--- src/hdl/cst_pkg.sv ---
package cst_pkg;

  localparam int KEYWORD_CHARS = 8;
  localparam int OFFSET_BITS   = 32;
  localparam int KW_IDX_W      = $clog2(KEYWORD_CHARS);
  localparam int QDEPTH        = 4;
  localparam int QPTR_W        = $clog2(QDEPTH);

  localparam logic [5:0] K_IDENT   = 6'd8;
  localparam logic [5:0] K_INT     = 6'd9;
  localparam logic [5:0] K_PLUS    = 6'd10;
  localparam logic [5:0] K_MINUS   = 6'd11;
  localparam logic [5:0] K_STAR    = 6'd12;
  localparam logic [5:0] K_DIV     = 6'd13;
  localparam logic [5:0] K_MOD     = 6'd14;
  localparam logic [5:0] K_ASSIGN  = 6'd15;
  localparam logic [5:0] K_EQ      = 6'd16;
  localparam logic [5:0] K_NE      = 6'd17;
  localparam logic [5:0] K_LT      = 6'd18;
  localparam logic [5:0] K_LE      = 6'd19;
  localparam logic [5:0] K_GT      = 6'd20;
  localparam logic [5:0] K_GE      = 6'd21;
  localparam logic [5:0] K_ANDAND  = 6'd22;
  localparam logic [5:0] K_OROR    = 6'd23;
  localparam logic [5:0] K_NOT     = 6'd24;
  localparam logic [5:0] K_LPAREN  = 6'd25;
  localparam logic [5:0] K_RPAREN  = 6'd26;
  localparam logic [5:0] K_LBRACE  = 6'd27;
  localparam logic [5:0] K_RBRACE  = 6'd28;
  localparam logic [5:0] K_SEMI    = 6'd29;
  localparam logic [5:0] K_COMMA   = 6'd30;
  localparam logic [5:0] K_UNKNOWN = 6'd31;
  localparam logic [5:0] K_EOF     = 6'd32;

  localparam logic [8:0] NONE_CHAR = 9'h100;

  typedef enum logic [3:0] {
    M_IDLE   = 4'd0,
    M_SLASH  = 4'd1,
    M_LINE   = 4'd2,
    M_BLOCK  = 4'd3,
    M_BSTAR  = 4'd4,
    M_IDENT  = 4'd5,
    M_NUMBER = 4'd6,
    M_MINUS  = 4'd7,
    M_OP2    = 4'd8
  } mode_t;

  typedef struct packed {
    logic       kind;
    logic [7:0] source_byte;
  } in_t;

  typedef struct packed {
    logic [5:0]  token_kind;
    logic [31:0] token_number;
    logic [31:0] start_offset;
    logic [15:0] token_length;
    logic        last_of_run;
  } out_t;

  typedef struct packed {
    logic two;
    out_t tok0;
    out_t tok1;
  } bundle_t;

  function automatic logic [3:0] kw_len(input logic [2:0] i);
    case (i)
      3'd0: kw_len = 4'd3;
      3'd1: kw_len = 4'd4;
      3'd2: kw_len = 4'd2;
      3'd3: kw_len = 4'd4;
      3'd4: kw_len = 4'd5;
      3'd5: kw_len = 4'd5;
      3'd6: kw_len = 4'd8;
      default: kw_len = 4'd6;
    endcase
  endfunction

  function automatic logic [63:0] kw_text(input logic [2:0] i);
    case (i)
      3'd0: kw_text = {"int", 40'd0};
      3'd1: kw_text = {"void", 32'd0};
      3'd2: kw_text = {"if", 48'd0};
      3'd3: kw_text = {"else", 32'd0};
      3'd4: kw_text = {"while", 24'd0};
      3'd5: kw_text = {"break", 24'd0};
      3'd6: kw_text = "continue";
      default: kw_text = {"return", 16'd0};
    endcase
  endfunction

endpackage

--- src/hdl/cst_front.sv ---
module cst_front (
  input  logic           clk,
  input  logic           rst_n,
  input  logic           acc,
  input  cst_pkg::in_t   in_data,
  output logic           push,
  output cst_pkg::bundle_t push_data
);
  import cst_pkg::*;

  mode_t                  mode_r, mode_nxt;
  logic [7:0]             held_r, held_nxt;
  logic [7:0]             win_r [KEYWORD_CHARS];
  logic                   win_we;
  logic [KW_IDX_W-1:0]    win_idx;
  logic [OFFSET_BITS-1:0] pos_r, pos_nxt, tstart_r, tstart_nxt;
  logic [15:0]            rlen_r, rlen_nxt;
  logic [31:0]            tcnt_r, tcnt_nxt;
  logic [8:0]             lsc_r, lsc_nxt, scb_r, scb_nxt, lnb_r, lnb_nxt;
  logic                   mis_r, mis_nxt;

  logic [7:0]  b;
  logic        restart, fl_have, fl_v, em_v;
  logic [5:0]  fl_kind, em_kind;
  logic [15:0] fl_len, em_len;
  logic [OFFSET_BITS-1:0] em_start;
  logic [5:0]  id_kind;
  out_t        t_fl, t_em;

  function automatic logic is_ws4(input logic [7:0] c);
    is_ws4 = (c == 8'h20) || (c == 8'h09) || (c == 8'h0A) || (c == 8'h0D);
  endfunction
  function automatic logic is_ws6(input logic [7:0] c);
    is_ws6 = is_ws4(c) || (c == 8'h0B) || (c == 8'h0C);
  endfunction
  function automatic logic is_dig(input logic [7:0] c);
    is_dig = (c >= "0") && (c <= "9");
  endfunction
  function automatic logic is_alp(input logic [7:0] c);
    is_alp = ((c >= "a") && (c <= "z")) || ((c >= "A") && (c <= "Z")) || (c == "_");
  endfunction
  function automatic logic is_op2(input logic [7:0] c);
    is_op2 = (c == "=") || (c == "!") || (c == "<") || (c == ">") || (c == "&") || (c == "|");
  endfunction
  function automatic logic [5:0] op2_kind(input logic [7:0] h, input logic paired);
    case (h)
      "=": op2_kind = paired ? K_EQ : K_ASSIGN;
      "!": op2_kind = paired ? K_NE : K_NOT;
      "<": op2_kind = paired ? K_LE : K_LT;
      ">": op2_kind = paired ? K_GE : K_GT;
      "&": op2_kind = paired ? K_ANDAND : K_UNKNOWN;
      default: op2_kind = paired ? K_OROR : K_UNKNOWN;
    endcase
  endfunction
  function automatic logic [5:0] single_kind(input logic [7:0] c);
    case (c)
      "0": single_kind = K_INT;
      "+": single_kind = K_PLUS;
      "*": single_kind = K_STAR;
      "%": single_kind = K_MOD;
      "(": single_kind = K_LPAREN;
      ")": single_kind = K_RPAREN;
      "{": single_kind = K_LBRACE;
      "}": single_kind = K_RBRACE;
      ";": single_kind = K_SEMI;
      ",": single_kind = K_COMMA;
      default: single_kind = K_UNKNOWN;
    endcase
  endfunction
  function automatic logic sign_ok(input logic [8:0] l, input logic [8:0] p);
    logic a, e;
    a = (l[7:0] == "(") || (l[7:0] == ";") || (l[7:0] == ",") || (l[7:0] == "{") ||
        (l[7:0] == "+") || (l[7:0] == "*") || (l[7:0] == "/") || (l[7:0] == "%") ||
        (l[7:0] == "<") || (l[7:0] == ">") || (l[7:0] == "!") || (l[7:0] == "&") ||
        (l[7:0] == "|");
    e = p[8] || (p[7:0] == "=") || (p[7:0] == "+") || (p[7:0] == "-") ||
        (p[7:0] == "*") || (p[7:0] == "/") || (p[7:0] == "%") || (p[7:0] == "(") ||
        (p[7:0] == "<") || (p[7:0] == ">") || (p[7:0] == "!") || (p[7:0] == "&") ||
        (p[7:0] == "|") || (p[7:0] == ";") || (p[7:0] == ",") || (p[7:0] == "{");
    sign_ok = l[8] || a || ((l[7:0] == "=") && e);
  endfunction

  // keyword match over the window
  always_comb begin
    logic [63:0] txt;
    logic        hit;
    id_kind = K_IDENT;
    for (int i = 7; i >= 0; i--) begin
      txt = kw_text(3'(i));
      hit = (rlen_r == 16'(kw_len(3'(i))));
      for (int j = 0; j < 8; j++) begin
        if (j < int'(kw_len(3'(i))) && win_r[j] != txt[63-8*j -: 8]) hit = 1'b0;
      end
      if (hit) id_kind = 6'(i);
    end
  end

  always_comb begin
    fl_have = 1'b1;
    fl_len  = 16'd1;
    case (mode_r)
      M_SLASH:  fl_kind = K_DIV;
      M_IDENT:  begin fl_kind = id_kind; fl_len = rlen_r; end
      M_NUMBER: begin fl_kind = K_INT; fl_len = rlen_r; end
      M_MINUS:  fl_kind = K_MINUS;
      M_OP2:    fl_kind = op2_kind(held_r, 1'b0);
      default:  begin fl_kind = K_UNKNOWN; fl_have = 1'b0; end
    endcase
  end

  always_comb begin
    b          = in_data.source_byte;
    mode_nxt   = mode_r;
    held_nxt   = held_r;
    pos_nxt    = pos_r;
    tstart_nxt = tstart_r;
    rlen_nxt   = rlen_r;
    lsc_nxt    = lsc_r;
    scb_nxt    = scb_r;
    lnb_nxt    = lnb_r;
    mis_nxt    = mis_r;
    win_we     = 1'b0;
    win_idx    = '0;
    restart    = 1'b0;
    fl_v       = 1'b0;
    em_v       = 1'b0;
    em_kind    = K_UNKNOWN;
    em_start   = pos_r;
    em_len     = 16'd1;
    if (acc && in_data.kind) begin
      fl_v       = fl_have;
      em_v       = 1'b1;
      em_kind    = K_EOF;
      em_len     = 16'd0;
      mode_nxt   = M_IDLE;
      held_nxt   = '0;
      pos_nxt    = '0;
      tstart_nxt = '0;
      rlen_nxt   = '0;
      lsc_nxt    = NONE_CHAR;
      scb_nxt    = NONE_CHAR;
      lnb_nxt    = NONE_CHAR;
      mis_nxt    = 1'b0;
    end else if (acc) begin
      case (mode_r)
        M_IDLE:  restart = 1'b1;
        M_SLASH: begin
          if (b == "/") mode_nxt = M_LINE;
          else if (b == "*") mode_nxt = M_BLOCK;
          else restart = 1'b1;
        end
        M_LINE:  if (b == 8'h0A) mode_nxt = M_IDLE;
        M_BLOCK: if (b == "*") mode_nxt = M_BSTAR;
        M_BSTAR: begin
          if (b == "/") mode_nxt = M_IDLE;
          else if (b != "*") mode_nxt = M_BLOCK;
        end
        M_IDENT: begin
          if (is_alp(b) || is_dig(b)) begin
            if (rlen_r < 16'(KEYWORD_CHARS)) begin
              win_we  = 1'b1;
              win_idx = rlen_r[KW_IDX_W-1:0];
            end
            if (rlen_r != 16'hFFFF) rlen_nxt = rlen_r + 16'd1;
          end else restart = 1'b1;
        end
        M_NUMBER: begin
          if (is_dig(b)) begin
            if (rlen_r != 16'hFFFF) rlen_nxt = rlen_r + 16'd1;
          end else restart = 1'b1;
        end
        M_MINUS: begin
          if (is_dig(b) && mis_r) begin
            rlen_nxt = 16'd2;
            if (b == "0") begin
              em_v     = 1'b1;
              em_kind  = K_INT;
              em_start = tstart_r;
              em_len   = 16'd2;
              mode_nxt = M_IDLE;
            end else mode_nxt = M_NUMBER;
          end else restart = 1'b1;
        end
        M_OP2: begin
          if (b == (((held_r == "&") || (held_r == "|")) ? held_r : 8'("="))) begin
            em_v     = 1'b1;
            em_kind  = op2_kind(held_r, 1'b1);
            em_start = tstart_r;
            em_len   = 16'd2;
            mode_nxt = M_IDLE;
          end else restart = 1'b1;
        end
        default: restart = 1'b1;
      endcase
      if (restart) begin
        fl_v     = fl_have;
        mode_nxt = M_IDLE;
        if (!is_ws6(b)) begin
          tstart_nxt = pos_r;
          rlen_nxt   = 16'd1;
          if (b == "/") mode_nxt = M_SLASH;
          else if (b == "0") em_v = 1'b1;
          else if (is_dig(b)) mode_nxt = M_NUMBER;
          else if (b == "-") begin
            mis_nxt  = sign_ok(lsc_r, scb_r);
            mode_nxt = M_MINUS;
          end else if (is_alp(b)) begin
            win_we   = 1'b1;
            mode_nxt = M_IDENT;
          end else if (is_op2(b)) begin
            held_nxt = b;
            mode_nxt = M_OP2;
          end else em_v = 1'b1;
          em_kind = single_kind(b);
        end
      end
      if (!is_ws6(b)) begin
        scb_nxt = lnb_r;
        lsc_nxt = {1'b0, b};
        lnb_nxt = {1'b0, b};
      end else if (!is_ws4(b)) begin
        lnb_nxt = {1'b0, b};
      end
      pos_nxt = pos_r + 1'b1;
    end
  end

  always_comb begin
    // restart the token index once the end marker has taken its eof
    if (acc && in_data.kind) tcnt_nxt = '0;
    else tcnt_nxt = tcnt_r + 32'(fl_v) + 32'(em_v);
    t_fl.token_kind   = fl_kind;
    t_fl.token_number = tcnt_r;
    t_fl.start_offset = 32'(tstart_r);
    t_fl.token_length = fl_len;
    t_fl.last_of_run  = !em_v;
    t_em.token_kind   = em_kind;
    t_em.token_number = fl_v ? tcnt_r + 32'd1 : tcnt_r;
    t_em.start_offset = 32'(em_start);
    t_em.token_length = em_len;
    t_em.last_of_run  = 1'b1;
    push           = fl_v || em_v;
    push_data.two  = fl_v && em_v;
    push_data.tok0 = fl_v ? t_fl : t_em;
    push_data.tok1 = t_em;
  end

  always_ff @(posedge clk) begin
    if (!rst_n) begin
      mode_r <= M_IDLE;
      pos_r  <= '0;
      tcnt_r <= '0;
      lsc_r  <= NONE_CHAR;
      scb_r  <= NONE_CHAR;
      lnb_r  <= NONE_CHAR;
      mis_r  <= 1'b0;
    end else begin
      mode_r <= mode_nxt;
      pos_r  <= pos_nxt;
      tcnt_r <= tcnt_nxt;
      lsc_r  <= lsc_nxt;
      scb_r  <= scb_nxt;
      lnb_r  <= lnb_nxt;
      mis_r  <= mis_nxt;
    end
  end

  always_ff @(posedge clk) begin
    held_r   <= held_nxt;
    tstart_r <= tstart_nxt;
    rlen_r   <= rlen_nxt;
    if (win_we) win_r[win_idx] <= b;
  end

endmodule

--- src/hdl/cst_queue.sv ---
module cst_queue (
  input  logic             clk,
  input  logic             rst_n,
  input  logic             push,
  input  cst_pkg::bundle_t push_data,
  input  logic             pop,
  output logic             full,
  output logic             not_empty,
  output cst_pkg::bundle_t head
);
  import cst_pkg::*;

  bundle_t           slot_r [QDEPTH];
  logic [QPTR_W-1:0] wp_r, rp_r;
  logic [QPTR_W:0]   cnt_r, cnt_nxt;

  assign full      = (cnt_r == (QPTR_W+1)'(QDEPTH));
  assign not_empty = (cnt_r != '0);
  assign head      = slot_r[rp_r];

  always_comb begin
    cnt_nxt = cnt_r + (QPTR_W+1)'(push) - (QPTR_W+1)'(pop);
  end

  always_ff @(posedge clk) begin
    if (!rst_n) begin
      wp_r  <= '0;
      rp_r  <= '0;
      cnt_r <= '0;
    end else begin
      if (push) wp_r <= wp_r + 1'b1;
      if (pop)  rp_r <= rp_r + 1'b1;
      cnt_r <= cnt_nxt;
    end
  end

  always_ff @(posedge clk) begin
    if (push) slot_r[wp_r] <= push_data;
  end

endmodule

--- src/hdl/cst_back.sv ---
module cst_back (
  input  logic             clk,
  input  logic             rst_n,
  input  logic             not_empty,
  input  cst_pkg::bundle_t head,
  output logic             pop,
  output logic             out_valid,
  input  logic             out_stall,
  output cst_pkg::out_t    out_data
);
  import cst_pkg::*;

  logic out_valid_r, out_valid_nxt;
  logic second_r, second_nxt;
  logic load;
  out_t out_data_r;

  assign out_valid = out_valid_r;
  assign out_data  = out_data_r;

  always_comb begin
    load          = not_empty && (!out_valid_r || !out_stall);
    out_valid_nxt = load || (out_valid_r && out_stall);
    second_nxt    = second_r;
    pop           = 1'b0;
    if (load) begin
      if (head.two && !second_r) second_nxt = 1'b1;
      else begin
        second_nxt = 1'b0;
        pop        = 1'b1;
      end
    end
  end

  always_ff @(posedge clk) begin
    if (!rst_n) begin
      out_valid_r <= 1'b0;
      second_r    <= 1'b0;
    end else begin
      out_valid_r <= out_valid_nxt;
      second_r    <= second_nxt;
    end
  end

  always_ff @(posedge clk) begin
    if (load) out_data_r <= second_r ? head.tok1 : head.tok0;
  end

endmodule

--- src/hdl/c_subset_tokenizer.sv ---
// Channel | Direction | Handshake          | Payload
// in_     | input     | in_valid/in_stall  | in_data (cst_pkg::in_t)
// out_    | output    | out_valid/out_stall| out_data (cst_pkg::out_t)
//
// One byte or end marker is taken every cycle while the token queue has room.
// A transaction yields zero, one or two tokens; the output register drains one
// token a cycle while out_stall is low; transactions are taken one a cycle while
// the queue has room. The four-entry queue sets the slack.
// Reset is synchronous, active low; it clears lexer state and empties the queue.
// in_stall rises only when the queue is full; out_stall holds the output register.
module c_subset_tokenizer (
  input  logic          clk,
  input  logic          rst_n,
  input  logic          in_valid,
  output logic          in_stall,
  input  cst_pkg::in_t  in_data,
  output logic          out_valid,
  input  logic          out_stall,
  output cst_pkg::out_t out_data
);
  import cst_pkg::*;

  logic    acc, push, pop, full, not_empty;
  bundle_t push_data, head;

  // accept a transaction whenever the queue can take its tokens
  assign in_stall = full;
  assign acc      = in_valid && !full;

  // front: classify each byte and build the tokens it completes
  cst_front u_front (
    .clk       (clk),
    .rst_n     (rst_n),
    .acc       (acc),
    .in_data   (in_data),
    .push      (push),
    .push_data (push_data)
  );

  // queue: hold token bundles so either side may stall alone
  cst_queue u_queue (
    .clk       (clk),
    .rst_n     (rst_n),
    .push      (push),
    .push_data (push_data),
    .pop       (pop),
    .full      (full),
    .not_empty (not_empty),
    .head      (head)
  );

  // back: drain one token a cycle into the output register while out_stall is low
  cst_back u_back (
    .clk       (clk),
    .rst_n     (rst_n),
    .not_empty (not_empty),
    .head      (head),
    .pop       (pop),
    .out_valid (out_valid),
    .out_stall (out_stall),
    .out_data  (out_data)
  );

endmodule

--- config.mk ---
export PLATFORM = sky130hd
export DESIGN_NAME = c_subset_tokenizer
export DESIGN_NICKNAME = d
export VERILOG_FILES = /design/src/hdl/cst_pkg.sv /design/src/hdl/cst_front.sv /design/src/hdl/cst_queue.sv /design/src/hdl/cst_back.sv /design/src/hdl/c_subset_tokenizer.sv
export SDC_FILE = /design/constraint.sdc
export NUM_CORES = 1
export LEC_CHECK = 0
export BUFFER_PORTS_ARGS = -buffer_cell sky130_fd_sc_hd__buf_2
export CAP_MARGIN = 25
export CELL_PAD_IN_SITES_DETAIL_PLACEMENT = 1
export CELL_PAD_IN_SITES_GLOBAL_PLACEMENT = 1
export CORE_MARGIN = 2
export CORE_UTILIZATION = 25
export CTS_CLUSTER_DIAMETER = 100
export DETAILED_ROUTE_END_ITERATION = 16
export GPL_ROUTABILITY_DRIVEN = 0
export PLACE_DENSITY = 0.55
export SLEW_MARGIN = 20
export SYNTH_ARGS = -nofsm -noshare
export SYNTH_HDL_FRONTEND = slang
export SYNTH_SLANG_ARGS = --single-unit
--- constraint.sdc ---
create_clock -name clk -period 8.26 [get_ports clk]
set_clock_uncertainty 0.2 [all_clocks]
set_input_delay 0 -clock clk [delete_from_list [all_inputs] [get_ports clk]]
set_output_delay 0 -clock clk [all_outputs]
set_load 0.01 [all_outputs]
# Word level (Yosys, flattened, before mapping)
# Memories as Yosys holds them, arrays and structs flattened. A register that Yosys moved wholly into a read port is not among the register bits.
# Cells that the tools add are included.
# word_totals
ff_bits	248
ram_bits	760
n_memories	2
# op_classes
addsub	9
order_cmp	7
n_eq_ne	117
muxes	154
n_bitwise	7
n_reduce_logical	74
# memory_table
memory	words	word_bits	rd	rd_clocked_by_memory_dff	write_ports	line_no	source
u_queue.slot_r	4	174	1	1	1	cst_queue.sv:13	bundle_t slot_r [QDEPTH];
u_front.win_r	8	8	8	0	1	cst_front.sv:13	logic [7:0] win_r [KEYWORD_CHARS];
# op_table
cell	count
== test 8 x 6 -> 1 bit (second input constant)	46
inequality test 8 x 7 -> 1 bit (second input constant)	32
2-to-1 mux 32 bit	6
2-to-1 mux 87 bit	2
2-to-1 mux 16 bit	10
2-to-1 mux 1 bit	81
2-to-1 mux 6 bit	13
== test 8 x 7 -> 1 bit (second input constant)	9
2-to-1 mux 4 bit	17
adder 32 x 1 -> 32 bit	2
adder 32 x 1 -> 32 bit (second input constant)	2
case mux 32 bit (2 select lines)	1
case mux 5 bit (10 select lines)	1
== test 16 x 3 -> 1 bit (second input constant)	3
case mux 16 bit (3 select lines)	1
logical OR 1 bit	46
== test 8 x 4 -> 1 bit (second input constant)	5
== test 16 x 2 -> 1 bit (second input constant)	2
case mux 16 bit (2 select lines)	1
case mux 6 bit (5 select lines)	1
case mux 4 bit (6 select lines)	1
case mux 5 bit (4 select lines)	1
2-to-1 mux 3 bit	6
2-to-1 mux 9 bit	2
41 further kinds	77

# Logic depth before layout (Yosys ltp)
# Gate-level depths: netlist (run 1).
# depth
ltp_word	19
ltp_mapped	17
mapped_depth_nobuf	13

# Modules after synthesis
# A second synthesis (run 1) with hierarchy kept.
# hier_totals
cells_unflattened	2557
hier_area_um2	42142.9
# by_module_without_submodules
mod	instances	cells_each	area_per_inst_um2	seq_area_each_um2
cst_queue	1	957	25718.4	21200.3
cst_front	1	1405	12592.1	4964.8
cst_back	1	194	3818.7	2652.5
c_subset_tokenizer	1	1	13.8	0.0

# Worst setup path after synthesis (run 1)
# No wires, ideal clock.
# synth_path
path_type	flip-flop to flip-flop
start	reg u_front.held_r[1]
end	mem u_queue.slot_r[0][0] (netlist name), enable pin
setup_ns	0.539
arrival_ns	5.569
required_time_ns	7.521
setup_slack_ns	1.952
stages_incl_launch_ff	8
cell_sequence	dfxtp_1 and4b_1 and3_1 o221a_2 a211oi_1 a31oi_4 o221ai_4 and2_1
# synth_between
elab_chain_len	19
# synth_rtl
element	line_no	source
start: declaration	cst_front.sv:12	logic [7:0] held_r, held_nxt;
start signal: assignment	cst_front.sv:269	held_r <= held_nxt;
== test 8 x 6 -> 1 bit or == test 8 x 7 -> 1 bit (tied branches)	cst_front.sv:185	if (b == (((held_r == "&") || (held_r == "|")) ? held_r : 8'("="))) begin
logical OR 1 bit	cst_front.sv:185	
2-to-1 mux 8 bit *	cst_front.sv:185	
== test 8 bit *	cst_front.sv:185	
2-to-1 mux 1 bit	cst_front.sv:185	
case mux 1 bit (2 select lines)	cst_front.sv:145	case (mode_r)
2-to-1 mux 1 bit	cst_front.sv:210	end else if (is_op2(b)) begin
2-to-1 mux 1 bit	cst_front.sv:207	end else if (is_alp(b)) begin
(+4 left out)	-	
2-to-1 mux 1 bit	cst_front.sv:198	if (!is_ws6(b)) begin
2-to-1 mux 1 bit	cst_front.sv:195	if (restart) begin
2-to-1 mux 1 bit	cst_front.sv:144	end else if (acc) begin
2-to-1 mux 1 bit	cst_front.sv:130	if (acc && in_data.kind) begin
logical OR 1 bit *	cst_front.sv:242	push = fl_v || em_v;
via push	c_subset_tokenizer.sv:23	logic acc, push, pop, full, not_empty;
2-to-1 mux 1 bit *	cst_queue.sv:38	if (push) slot_r[wp_r] <= push_data;
2-to-1 mux 1 bit (not written as such) *	cst_queue.sv:38	
end: declaration	cst_queue.sv:13	
# The timed path passes the listed nets; every way through them passes the cells marked *. The select of a mux whose other input is x is not followed.

# Worst setup path in the final report (run 1)
# layout_path
start	reg u_front.mode_r[2]
end	reg u_front.tcnt_r[30]
# layout_between
elab_chain_len	13
# layout_rtl
element	line_no	source
start: declaration	cst_front.sv:11	mode_t mode_r, mode_nxt;
start signal: assignment	cst_front.sv:258	mode_r <= mode_nxt;
parallel branches: the longest is 12 deep, another holds adder 32 x 1 -> 32 bit	-	
adder 32 x 1 -> 32 bit *	cst_front.sv:231	else tcnt_nxt = tcnt_r + 32'(fl_v) + 32'(em_v);
end signal: assignment	cst_front.sv:260	tcnt_r <= tcnt_nxt;
end: declaration	cst_front.sv:18	logic [31:0] tcnt_r, tcnt_nxt;
# Mark *: on every way between the ends. The select of a mux whose other input is x is not followed.
# A chain may end at the register's enable or synchronous reset.

==> impl_metrics.json, run 1 <==
{
  "drc": 0,
  "cp.required_ns": 8.66,
  "final_net_count": 2736,
  "final_cells": 4855,
  "swShare_pct": 29.7,
  "ff2ff_setup_slack_ns": 3.17,
  "crit_path_end_kind": "flip-flop",
  "tightestPinTransition_ns": 1.00,
  "fmax_ghz": 0.196,
  "crit_path_max_incr_delay_ns": 0.59,
  "antenna_left": 0,
  "grt_first_pass_wirelength_um": 149000,
  "numCtsBuffers": 102,
  "worstPathArrival_ns": 5.49,
  "drive_above_1_share_pct": 20.1,
  "clk_latency_ns": 0.72,
  "htree_levels": 3,
  "power_frac_comb_pct": 21.5,
  "synth_top_family_by_area": "multiplexers",
  "drt_iter0_markers": 1358,
  "yosys.area.top_type": "edfxtp_1",
  "status": "finished clean",
  "synthAdderAreaFrac_pct": 0.605,
  "powerDensity_nw_per_um2": 315,
  "routed_wl_um": 97700,
  "avgRoutedWirePerCell_um": 20.1,
  "hpwl_um": 57800,
  "drt-pass1-iter-count": 5,
  "clock_path_buffers": 3,
  "seq_area_frac_synth_pct": 68.8,
  "p_leak_uw": 0.0155,
  "hold_viol_final": 0,
  "power_uw": 14400,
  "synth_top_cell_area_share_pct": 60.4,
  "grt_max_degree": 117,
  "crit_path_top_delay_cell": "nor2b_1",
  "grt_pass1_vias": 23600,
  "p_int_uw": 10100,
  "synth_area_per_cell_um2": 14.9,
  "core-area_um2": 156000,
  "dieArea_um2": 160000,
  "fin_ws_ns": 3.17,
  "clockRootBuffer": "clkbuf_16",
  "crit_chain": "nor2b_1 -> nand2_1 -> o22ai_4 -> a31oi_4 -> o21ai_0 -> fa_1 -> ha_1 -> and3_1 -> nand3_1 -> or2_2 -> or3_1 -> a21oi_1",
  "cts_tree": "yes",
  "finalWorstPathRequiredPeriod_ns": 5.09,
  "synthMuxAreaShare_pct": 11.7,
  "io_pins": 102,
  "maxCapViolCount": 0,
  "placed_cells": 4646,
  "ir_drop_uv": 235,
  "hold_path.class": "input pin to flip-flop",
  "cts_resized": 0,
  "synthFlopType": "edfxtp_1",
  "clock_sinks": 954,
  "syn_area_um2": 39300,
  "avgViaCountPerCell": 4.55,
  "synth_warnings": 0,
  "p_clk_share_pct": 32.3,
  "area_growth_pct": 16.0,
  "start_util_pct": 25.2,
  "crit_buf_inv": 0,
  "post_cts_buffers": 0,
  "worst_setup_path_start_kind": "flip-flop",
  "seq_power_share_pct": 46.3,
  "fillers": 16500,
  "ctsHoldBuffers": 14,
  "die_y_um": 400,
  "overflow": 0,
  "setup_tns_ns": 0,
  "post-synth-top-count-cell": "edfxtp_1",
  "synth_cell_types": 104,
  "grt_usage_pct": 12.1,
  "rows": 145,
  "yosys_register_bits": 954,
  "setup_viol": 0,
  "maxSlewHeadroom_pct": 32.3,
  "dp_slack_ns": 3.09,
  "synth_compound_area_share_pct": 4.23,
  "fin_worst_hold_slack_ns": 0.0920,
  "critical_path_class": "flip-flop to flip-flop",
  "crit_fanout": 14,
  "synth_common_cells": "791 x edfxtp_1, 387 x nand2_1, 163 x dfxtp_1, 160 x mux4_2, 146 x nor2_1",
  "die_w_um": 400,
  "num_vias": 22100,
  "synth-simple-area-share_pct": 10.7,
  "port_buffers": 101,
  "postSynthCellCount": 2632,
  "rsz0062_at_grt": "no",
  "synth_xor_area_share_pct": 1.92,
  "power.switching_uw": 4270,
  "cp_top_family": "simple AND/OR/NAND/NOR gates",
  "syn_nets": 2662,
  "cts.clk_slew.worst_paths_ns": 0.07,
  "ys_top_cells_by_area": "edfxtp_1 60%, mux4_2 9.2%, dfxtp_1 8.3%",
  "maxSlewViolCount": 0,
  "antenna_found_initial": 7,
  "synth_edf_count": 791,
  "ys_async_sr_fraction_pct": 0,
  "period_share_pct": 61.6
}
==> cells by family (layout without fill, tap and decap cells) <==
kind of cell,Yosys count,after routing
AOI/OAI and AO/OA,256,256
DFF,954,954
and+or+nand+nor,863,863
muxes,249,249
buffers and inverters,206,370
adders and majority gates,18,18
other,0,1
xor gates and xnor gates,86,86
==> cell type report <==
cell class | instances | area [um2] | share of cell area, %
Antenna cell | 1 | 2.50 | 0.00549
Clock buffer | 144 | 2870 | 6.30
Clock inverter | 50 | 572 | 1.25
Inverter | 36 | 140 | 0.307
Multi-Input combinational cell | 1472 | 11500 | 25.2
Sequential cell | 954 | 27000 | 59.3
Tap cell | 2058 | 2570 | 5.65
Timing Repair Buffer | 140 | 897 | 1.97
==> registers in the layout, summed over array words and instances (netlist names), 3 cells and up, named ones only <==
name,cells
u_front.lsc_r,9
u_back.out_data,87
u_queue.slot_r,640
u_queue.cnt_r,3
u_front.pos_r,32
u_front.tcnt_r,32
u_front.mode_r,4
u_front.win_r,64
u_front.held_r,8
u_front.rlen_r,16
u_front.tstart_r,32
u_front.scb_r,9
u_front.lnb_r,9
==> path summary, 6_finish.rpt <==
| kind | startpoint | to | cells after the start |
|---|---|---|---|
| worst max-delay path | u_front.mode_r[2] | u_front.tcnt_r[30] | 12 |
| worst min-delay path | in_data[7] | u_front.win_r[3][7] | 2 |
| worst max register to register | u_front.mode_r[2] | u_front.tcnt_r[30] | 12 |
| worst min register to register | u_front.lnb_r[6] | u_front.lnb_r[6] | 2 |
==> metrics by stage <==
| stage | utilization (%) | cell area (um2) |
|---|---|---|
| CTS | 29.2 | 45600 |
| global route | 29.2 | 45600 |
| global placement | 26.9 | 42000 |
| detailed placement | 26.9 | 42000 |
| finish | 29.2 | 45600 |
| floorplan | - | 39300 |
==> cell usage in the layout (no fill, tap or decap), drive strengths merged, types with 36 or more instances in the layout <==
cell type and count:
and2 49, o21ai 53, xor2 51, clkinv 37, nor2 147, mux4 160
nand4 36, dfxtp 163, buf 126, clkbuf 144, edfxtp 791, a21oi 103
mux2 65, inv 41, nand2 388, nand3 44
==> per-layer routing <==
layer	wire length (um)	part of all wire, %	GRT usage [%]
met4	1970	2.0	2.88
met1	46300	47	16.8
met2	45400	46	19.4
met5	16	0.016	0
met3	3950	4.0	2.25
==> power by group through the flow <==
stage	logic (uW)	clock network [uW]	registers (uW)
floorplan	1890	0	6820
global placement	3200	0	6750
detailed placement	3200	0	6770
CTS	3220	4780	6680
global route	3400	4970	6750
finish	3080	4640	6650
Note: power is estimated with default switching activity, not from simulation.
==> run 2, diff against run 1 <==
- PLACE_DENSITY: 0.55 -> 0.56
- clock period: 8.26 -> 4.4 ns (I/O delays scaled with it)
==> run 2 against run 1 <==
  * Clock power rose by 86%
  * Die area did not move
  * Worst hold slack got worse by 0.028 ns
  * Register-to-register slack got worse by 2.7 ns
  * Design area rose by 1.6%
  * Combinational power rose by 100%
  * Critical path type is now input pin to flip-flop
==> impl_metrics.json, run 2 (same netlist as run 1, synthesis figures left out) <==
{
  "status": "finished clean",
  "maxCapViolCount": 0,
  "drt-pass1-iter-count": 5,
  "hold_viol_final": 0,
  "crit_path_end_kind": "flip-flop",
  "largest_register_ff_count": 640,
  "grt_usage_pct": 12.4,
  "clock_sinks": 954,
  "die_w_um": 400,
  "setup_viol": 0,
  "antenna_left": 0,
  "avgViaCountPerCell": 4.54,
  "hpwl_um": 62100,
  "routed_wl_um": 100000,
  "maxSlewViolCount": 0,
  "grt_first_pass_wirelength_um": 153000,
  "powerDensity_nw_per_um2": 587,
  "avgRoutedWirePerCell_um": 20.4,
  "io_pins": 102,
  "max_flop_register": "u_queue.slot_r",
  "finalWorstPathRequiredPeriod_ns": 4.13,
  "p_leak_uw": 0.0158,
  "num_vias": 22400,
  "antenna_found_initial": 6,
  "final_common_cell": "edfxtp_1",
  "clock_path_buffers": 3,
  "die_y_um": 400,
  "start_util_pct": 25.2,
  "drive_above_1_share_pct": 21.7,
  "clk_latency_ns": 0.72,
  "final_net_count": 2810,
  "fillers": 16500,
  "dieArea_um2": 160000,
  "ir_drop_uv": 422,
  "overflow": 0,
  "crit_fanout": 7,
  "worstPathArrival_ns": 4.54,
  "cts_tree": "yes",
  "cts.clk_slew.worst_paths_ns": 0.06,
  "hold_path.class": "input pin to flip-flop",
  "critical_path_class": "input pin to flip-flop",
  "core-area_um2": 156000,
  "layout_common_cells": "791 x edfxtp_1, 385 x nand2_1, 160 x mux4_2, 160 x dfxtp_1, 145 x nor2_1",
  "drc": 0,
  "clockRootBuffer": "clkbuf_16",
  "grt_max_degree": 109,
  "port_buffers": 101,
  "drt_iter0_markers": 1338,
  "tightestPinTransition_ns": 0.992,
  "setup_tns_ns": 0,
  "fmax_ghz": 0.242,
  "htree_levels": 3,
  "fin_ws_ns": 0.266,
  "dp_slack_ns": 0.111,
  "worst_setup_path_start_kind": "input pin",
  "maxSlewHeadroom_pct": 33.9,
  "area_growth_pct": 17.9,
  "numCtsBuffers": 103,
  "rsz0062_at_grt": "no",
  "cp.required_ns": 4.80,
  "rows": 145,
  "period_share_pct": 94.0,
  "grt_pass1_vias": 23900
}
==> run 2: cell types whose count changed in the layout (fill, tap and decap cells not counted), sizes merged <==
cell and delta:
buf +66, clkinvlp +2, diode +2, dlygate4sd3 +7, inv -3
==> run 2: layout make-up <==
type                       instances  area, um2  share of cell area [%]
sequential                       954      27000                    58.4
multi-input combinational       1472      11500                    24.8
clock buffer                     144       2850                    6.16
tap                             2058       2570                    5.56
timing repair buffer             213       1680                    3.62
clock inverter                    49        526                    1.13
inverter                          36        140                   0.303
antenna                            3       7.51                  0.0162
==> run 2: power breakdown <==
part	total, uW	leakage [uW]	switching [uW]	internal (uW)
combinational	6170	0.00507	3880	2290
clock	8620	0.00165	3660	4960
sequential	12400	0.00909	568	11800
total	27200	0.0158	8110	19100
==> run 2: critical path: stages <==
cell	delay (ns)
dlygate4sd3_1	0.52
dlygate4sd3_1	0.54
buf_2	0.15
and4bb_2	0.28
and2_1	0.21
a21o_1	0.20
o21a_1	0.20
or3_1	0.46
o21ai_1	0.27
fa_2	0.34
ha_1	0.19
and3_1	0.17
nand3_1	0.14
or2_2	0.39
or3_1	0.33
a21oi_1	0.13
==> run 2: final timing paths <==
path,start,cells after the start,endpoint,slack (ns)
hold / removal,in_data[3],3,u_front.win_r[4][3],0.06
setup / recovery,in_data[7],16,u_front.tcnt_r[26],0.27
setup reg to reg,u_front.mode_r[2],13,u_front.tcnt_r[26],0.44
hold reg to reg,u_front.lnb_r[8],2,u_front.lnb_r[8],0.25
==> run 2: repair_timing <==
action	CTS	global route
setup endpoints to repair	0	11
hold endpoints to repair	179	0
gates resized for setup	0	4
hold buffers	21	0
setup buffers	0	5
==> run 2: routing by layer <==
layer | GRT usage (%) | share of wire (%) | vias to the layer above
met5 | 0 | 0.010 | -
met4 | 3.10 | 2.1 | 2
met3 | 2.17 | 3.5 | 140
met2 | 19.8 | 46 | 341
met1 | 17.5 | 48 | 11600
li1 | - | - | 10300
==> run 2: stage by stage <==
step	instance area (um2)	cells	hold WS (ns)	util [%]	total power [uW]
3_3_place_gp	42700	4706	0.0807	27.3	18900
4_1_cts	46300	4921	0.00220	29.6	27800
3_5_place_dp	42700	4707	0.0857	27.3	19000
5_1_grt	46300	4926	0.0548	29.6	28600
2_1_floorplan	39300	2632	-0.101	-	16200
6_report	46300	4929	0.0640	29.6	27200
==> run 3, diff against run 2 <==
- SYNTH_HIERARCHICAL: unset -> 1
==> run 3 against run 2 <==
  * Worst hold slack improved by 0.057 ns
  * Setup slack improved by 0.022 ns
  * Design area increased by 6.6%
  * Routed wire length increased by 1.7%
  * Cell count increased by 1.7%
  * Total power increased by 6.3%
  * Critical path depth increased by 2
  * Sequential share of layout area increased by 0.051 points
  * First-iteration DRC count decreased by 11%
==> impl_metrics.json, run 3 <==
{
  "clockRootBuffer": "clkbuf_16",
  "seq_area_frac_synth_pct": 68.4,
  "maxSlewViolCount": 0,
  "rows": 150,
  "routed_wl_um": 102000,
  "avgViaCountPerCell": 4.48,
  "seq_power_share_pct": 45.6,
  "p_clk_share_pct": 32.8,
  "hpwl_um": 63600,
  "synth_top_cell_area_share_pct": 60.6,
  "core-area_um2": 167000,
  "crit_path_max_incr_delay_ns": 0.58,
  "avgRoutedWirePerCell_um": 20.3,
  "syn_area_um2": 42100,
  "critical_path_class": "input pin to flip-flop",
  "ff2ff_setup_slack_ns": 0.44,
  "drc": 0,
  "critPathCapture": "u_front/tcnt_r[27]",
  "post_cts_buffers": 0,
  "die_w_um": 415,
  "final_common_cell": "edfxtp_1",
  "worstSetupStartpoint": "in_data[7]",
  "ff2ff_path_depth": 15,
  "antenna_found_initial": 3,
  "crit_path_end_kind": "flip-flop",
  "synth_area_per_cell_um2": 16.5,
  "synth_common_cells": "851 x edfxtp_1, 175 x mux4_2, 170 x nor2_1, 163 x dfxtp_1, 126 x nand2_1",
  "crit_path_top_delay_cell": "or4b_4",
  "dieArea_um2": 172000,
  "layout_common_cells": "851 x edfxtp_1, 175 x mux4_2, 170 x nor2_1, 160 x dfxtp_1, 125 x nand2_1",
  "antenna-diode-count": 0,
  "hold_path.class": "input pin to flip-flop",
  "synth_cell_types": 98,
  "p_leak_uw": 0.0158,
  "hold_viol_final": 0,
  "clk_latency_ns": 0.73,
  "largest_register_ff_count": 700,
  "period_share_pct": 93.5,
  "post-synth-top-count-cell": "edfxtp_1",
  "grt_usage_pct": 11.7,
  "power.switching_uw": 8010,
  "worst_setup_path_start_kind": "input pin",
  "tightestPinTransition_ns": 0.957,
  "worstPathArrival_ns": 4.49,
  "rsz0062_at_grt": "no",
  "grt_pass1_vias": 24200,
  "ys_async_sr_fraction_pct": 0,
  "num_vias": 22400,
  "crit_buf_inv": 5,
  "cp.required_ns": 4.78,
  "grt_max_degree": 137,
  "die_y_um": 415,
  "numCtsBuffers": 114,
  "final_net_count": 2742,
  "powerDensity_nw_per_um2": 586,
  "drive_above_1_share_pct": 25.7,
  "drt-pass1-iter-count": 5,
  "power_uw": 28900,
  "reg2reg_to": "u_front/tcnt_r[27]",
  "cp.depth": 18,
  "start_util_pct": 25.2,
  "htree_levels": 3,
  "area_growth_pct": 17.1,
  "maxSlewHeadroom_pct": 36.2,
  "grt_first_pass_wirelength_um": 156000,
  "cts_tree": "yes",
  "fmax_ghz": 0.243,
  "fillers": 17400,
  "clock_sinks": 1014,
  "setup_viol": 0,
  "ys_top_cells_by_area": "edfxtp_1 61%, mux4_2 9.4%, dfxtp_1 7.7%",
  "yosys.area.top_type": "edfxtp_1",
  "synth_edf_count": 851,
  "crit_chain": "dlygate4sd3_1 -> dlygate4sd3_1 -> buf_2 -> or4b_4 -> nor4_2 -> o21a_1 -> nand2_2 -> o21ai_2 -> a211oi_4 -> a21o_1 -> fa_1 -> buf_4 -> nand4_1 -> nor4_1 -> buf_4 -> nand2_1 -> xor2_1 -> nor2_1",
  "r2r_start": "u_front/held_r[3]",
  "ir_drop_uv": 447,
  "cp_top_family": "buffers and inverters",
  "cts.clk_slew.worst_paths_ns": 0.06,
  "antenna_left": 0,
  "overflow": 0,
  "yosys_register_bits": 1014,
  "port_buffers": 101,
  "io_pins": 102,
  "p_int_uw": 20900,
  "max_flop_register": "u_queue/slot_r",
  "setup_tns_ns": 0,
  "synth_warnings": 6,
  "synthFlopType": "edfxtp_1",
  "clock_path_buffers": 3,
  "crit_fanout": 8,
  "status": "finished clean",
  "finalWorstPathRequiredPeriod_ns": 4.11,
  "hold_depth": 4,
  "swShare_pct": 27.7,
  "maxCapViolCount": 0,
  "drt_iter0_markers": 1188,
  "power_frac_comb_pct": 21.6,
  "postSynthCellCount": 2557
}
==> run 3: logic make-up after synthesis <==
logic type                 after synthesis  synth area share [%]
DFF                                   1014                  68.4
and+or+nand+nor                        628                  7.90
muxes                                  379                  14.9
AOI/OAI and AO/OA                      215                  3.43
buffers and inverters                  207                  2.79
xor gates and xnor gates                93                  1.97
adders and majority gates               19                 0.588
other                                    2                0.0178
==> run 3: final cells by class <==
cell class / instances / area [um2] / area share (%)
tap: 2204 / 2760 / 5.59
multi-input combinational: 1349 / 12300 / 24.9
clock inverter: 67 / 702 / 1.42
timing repair buffer: 204 / 1610 / 3.27
inverter: 29 / 111 / 0.226
clock buffer: 146 / 3050 / 6.17
sequential: 1014 / 28800 / 58.4
==> run 3: how the worst min path moves through the flow <==
stage | end | startpoint
floorplan | u_front/win_r[0][0] | in_data[0]
detailed placement | u_front/win_r[7][1] | in_data[1]
finish | u_back/second_r | rst_n
global placement | u_front/win_r[7][1] | in_data[1]
CTS | u_back/second_r | rst_n
global route | u_back/second_r | rst_n
==> run 3: per-layer routing <==
| layer | up-vias | track usage (%) | wire, um |
|---|---|---|---|
| met2 | 317 | 19.8 | 50100 |
| li1 | 10300 | - | - |
| met5 | - | 0 | 0 |
| met1 | 11700 | 15.4 | 46000 |
| met3 | 150 | 1.92 | 3320 |
| met4 | 0 | 3.68 | 2580 |
==> run 3: power by group through the flow <==
stage | Combinational, uW | Clock (uW) | Sequential [uW]
2_1_floorplan | 3980 | 0 | 13400
3_3_place_gp | 6470 | 0 | 13400
3_5_place_dp | 6490 | 0 | 13400
4_1_cts | 6540 | 9810 | 13200
5_1_grt | 6820 | 10100 | 13400
6_report | 6250 | 9500 | 13200
==> run 3: stage by stage <==
step | worst slack [ns] | hold slack, ns | std cells | utilization [%] | instance area (um2)
2_1_floorplan | 0.0601 | -0.101 | 2570 | - | 42200
3_3_place_gp | 0.202 | 0.105 | 4779 | 27.1 | 45400
3_5_place_dp | 0.194 | 0.112 | 4780 | 27.1 | 45400
4_1_cts | 0.0205 | 0.0703 | 5012 | 29.5 | 49300
5_1_grt | 0.0268 | 0.0851 | 5013 | 29.5 | 49400
6_report | 0.288 | 0.121 | 5013 | 29.5 | 49400
==> run 3: repair_timing <==
| action | in CTS | in global routing |
|---|---|---|
| endpoints found under the hold margin | 163 | 0 |
| resized for setup | 0 | 5 |
| hold buffers | 19 | 0 |
| endpoints found under the setup margin | 0 | 12 |
==> run 3: worst min-delay path, stage by stage <==
cell and delay [ns]:
dlygate4sd3_1 0.60, buf_2 0.23, nand2_1 0.10, mux2i_1 0.06
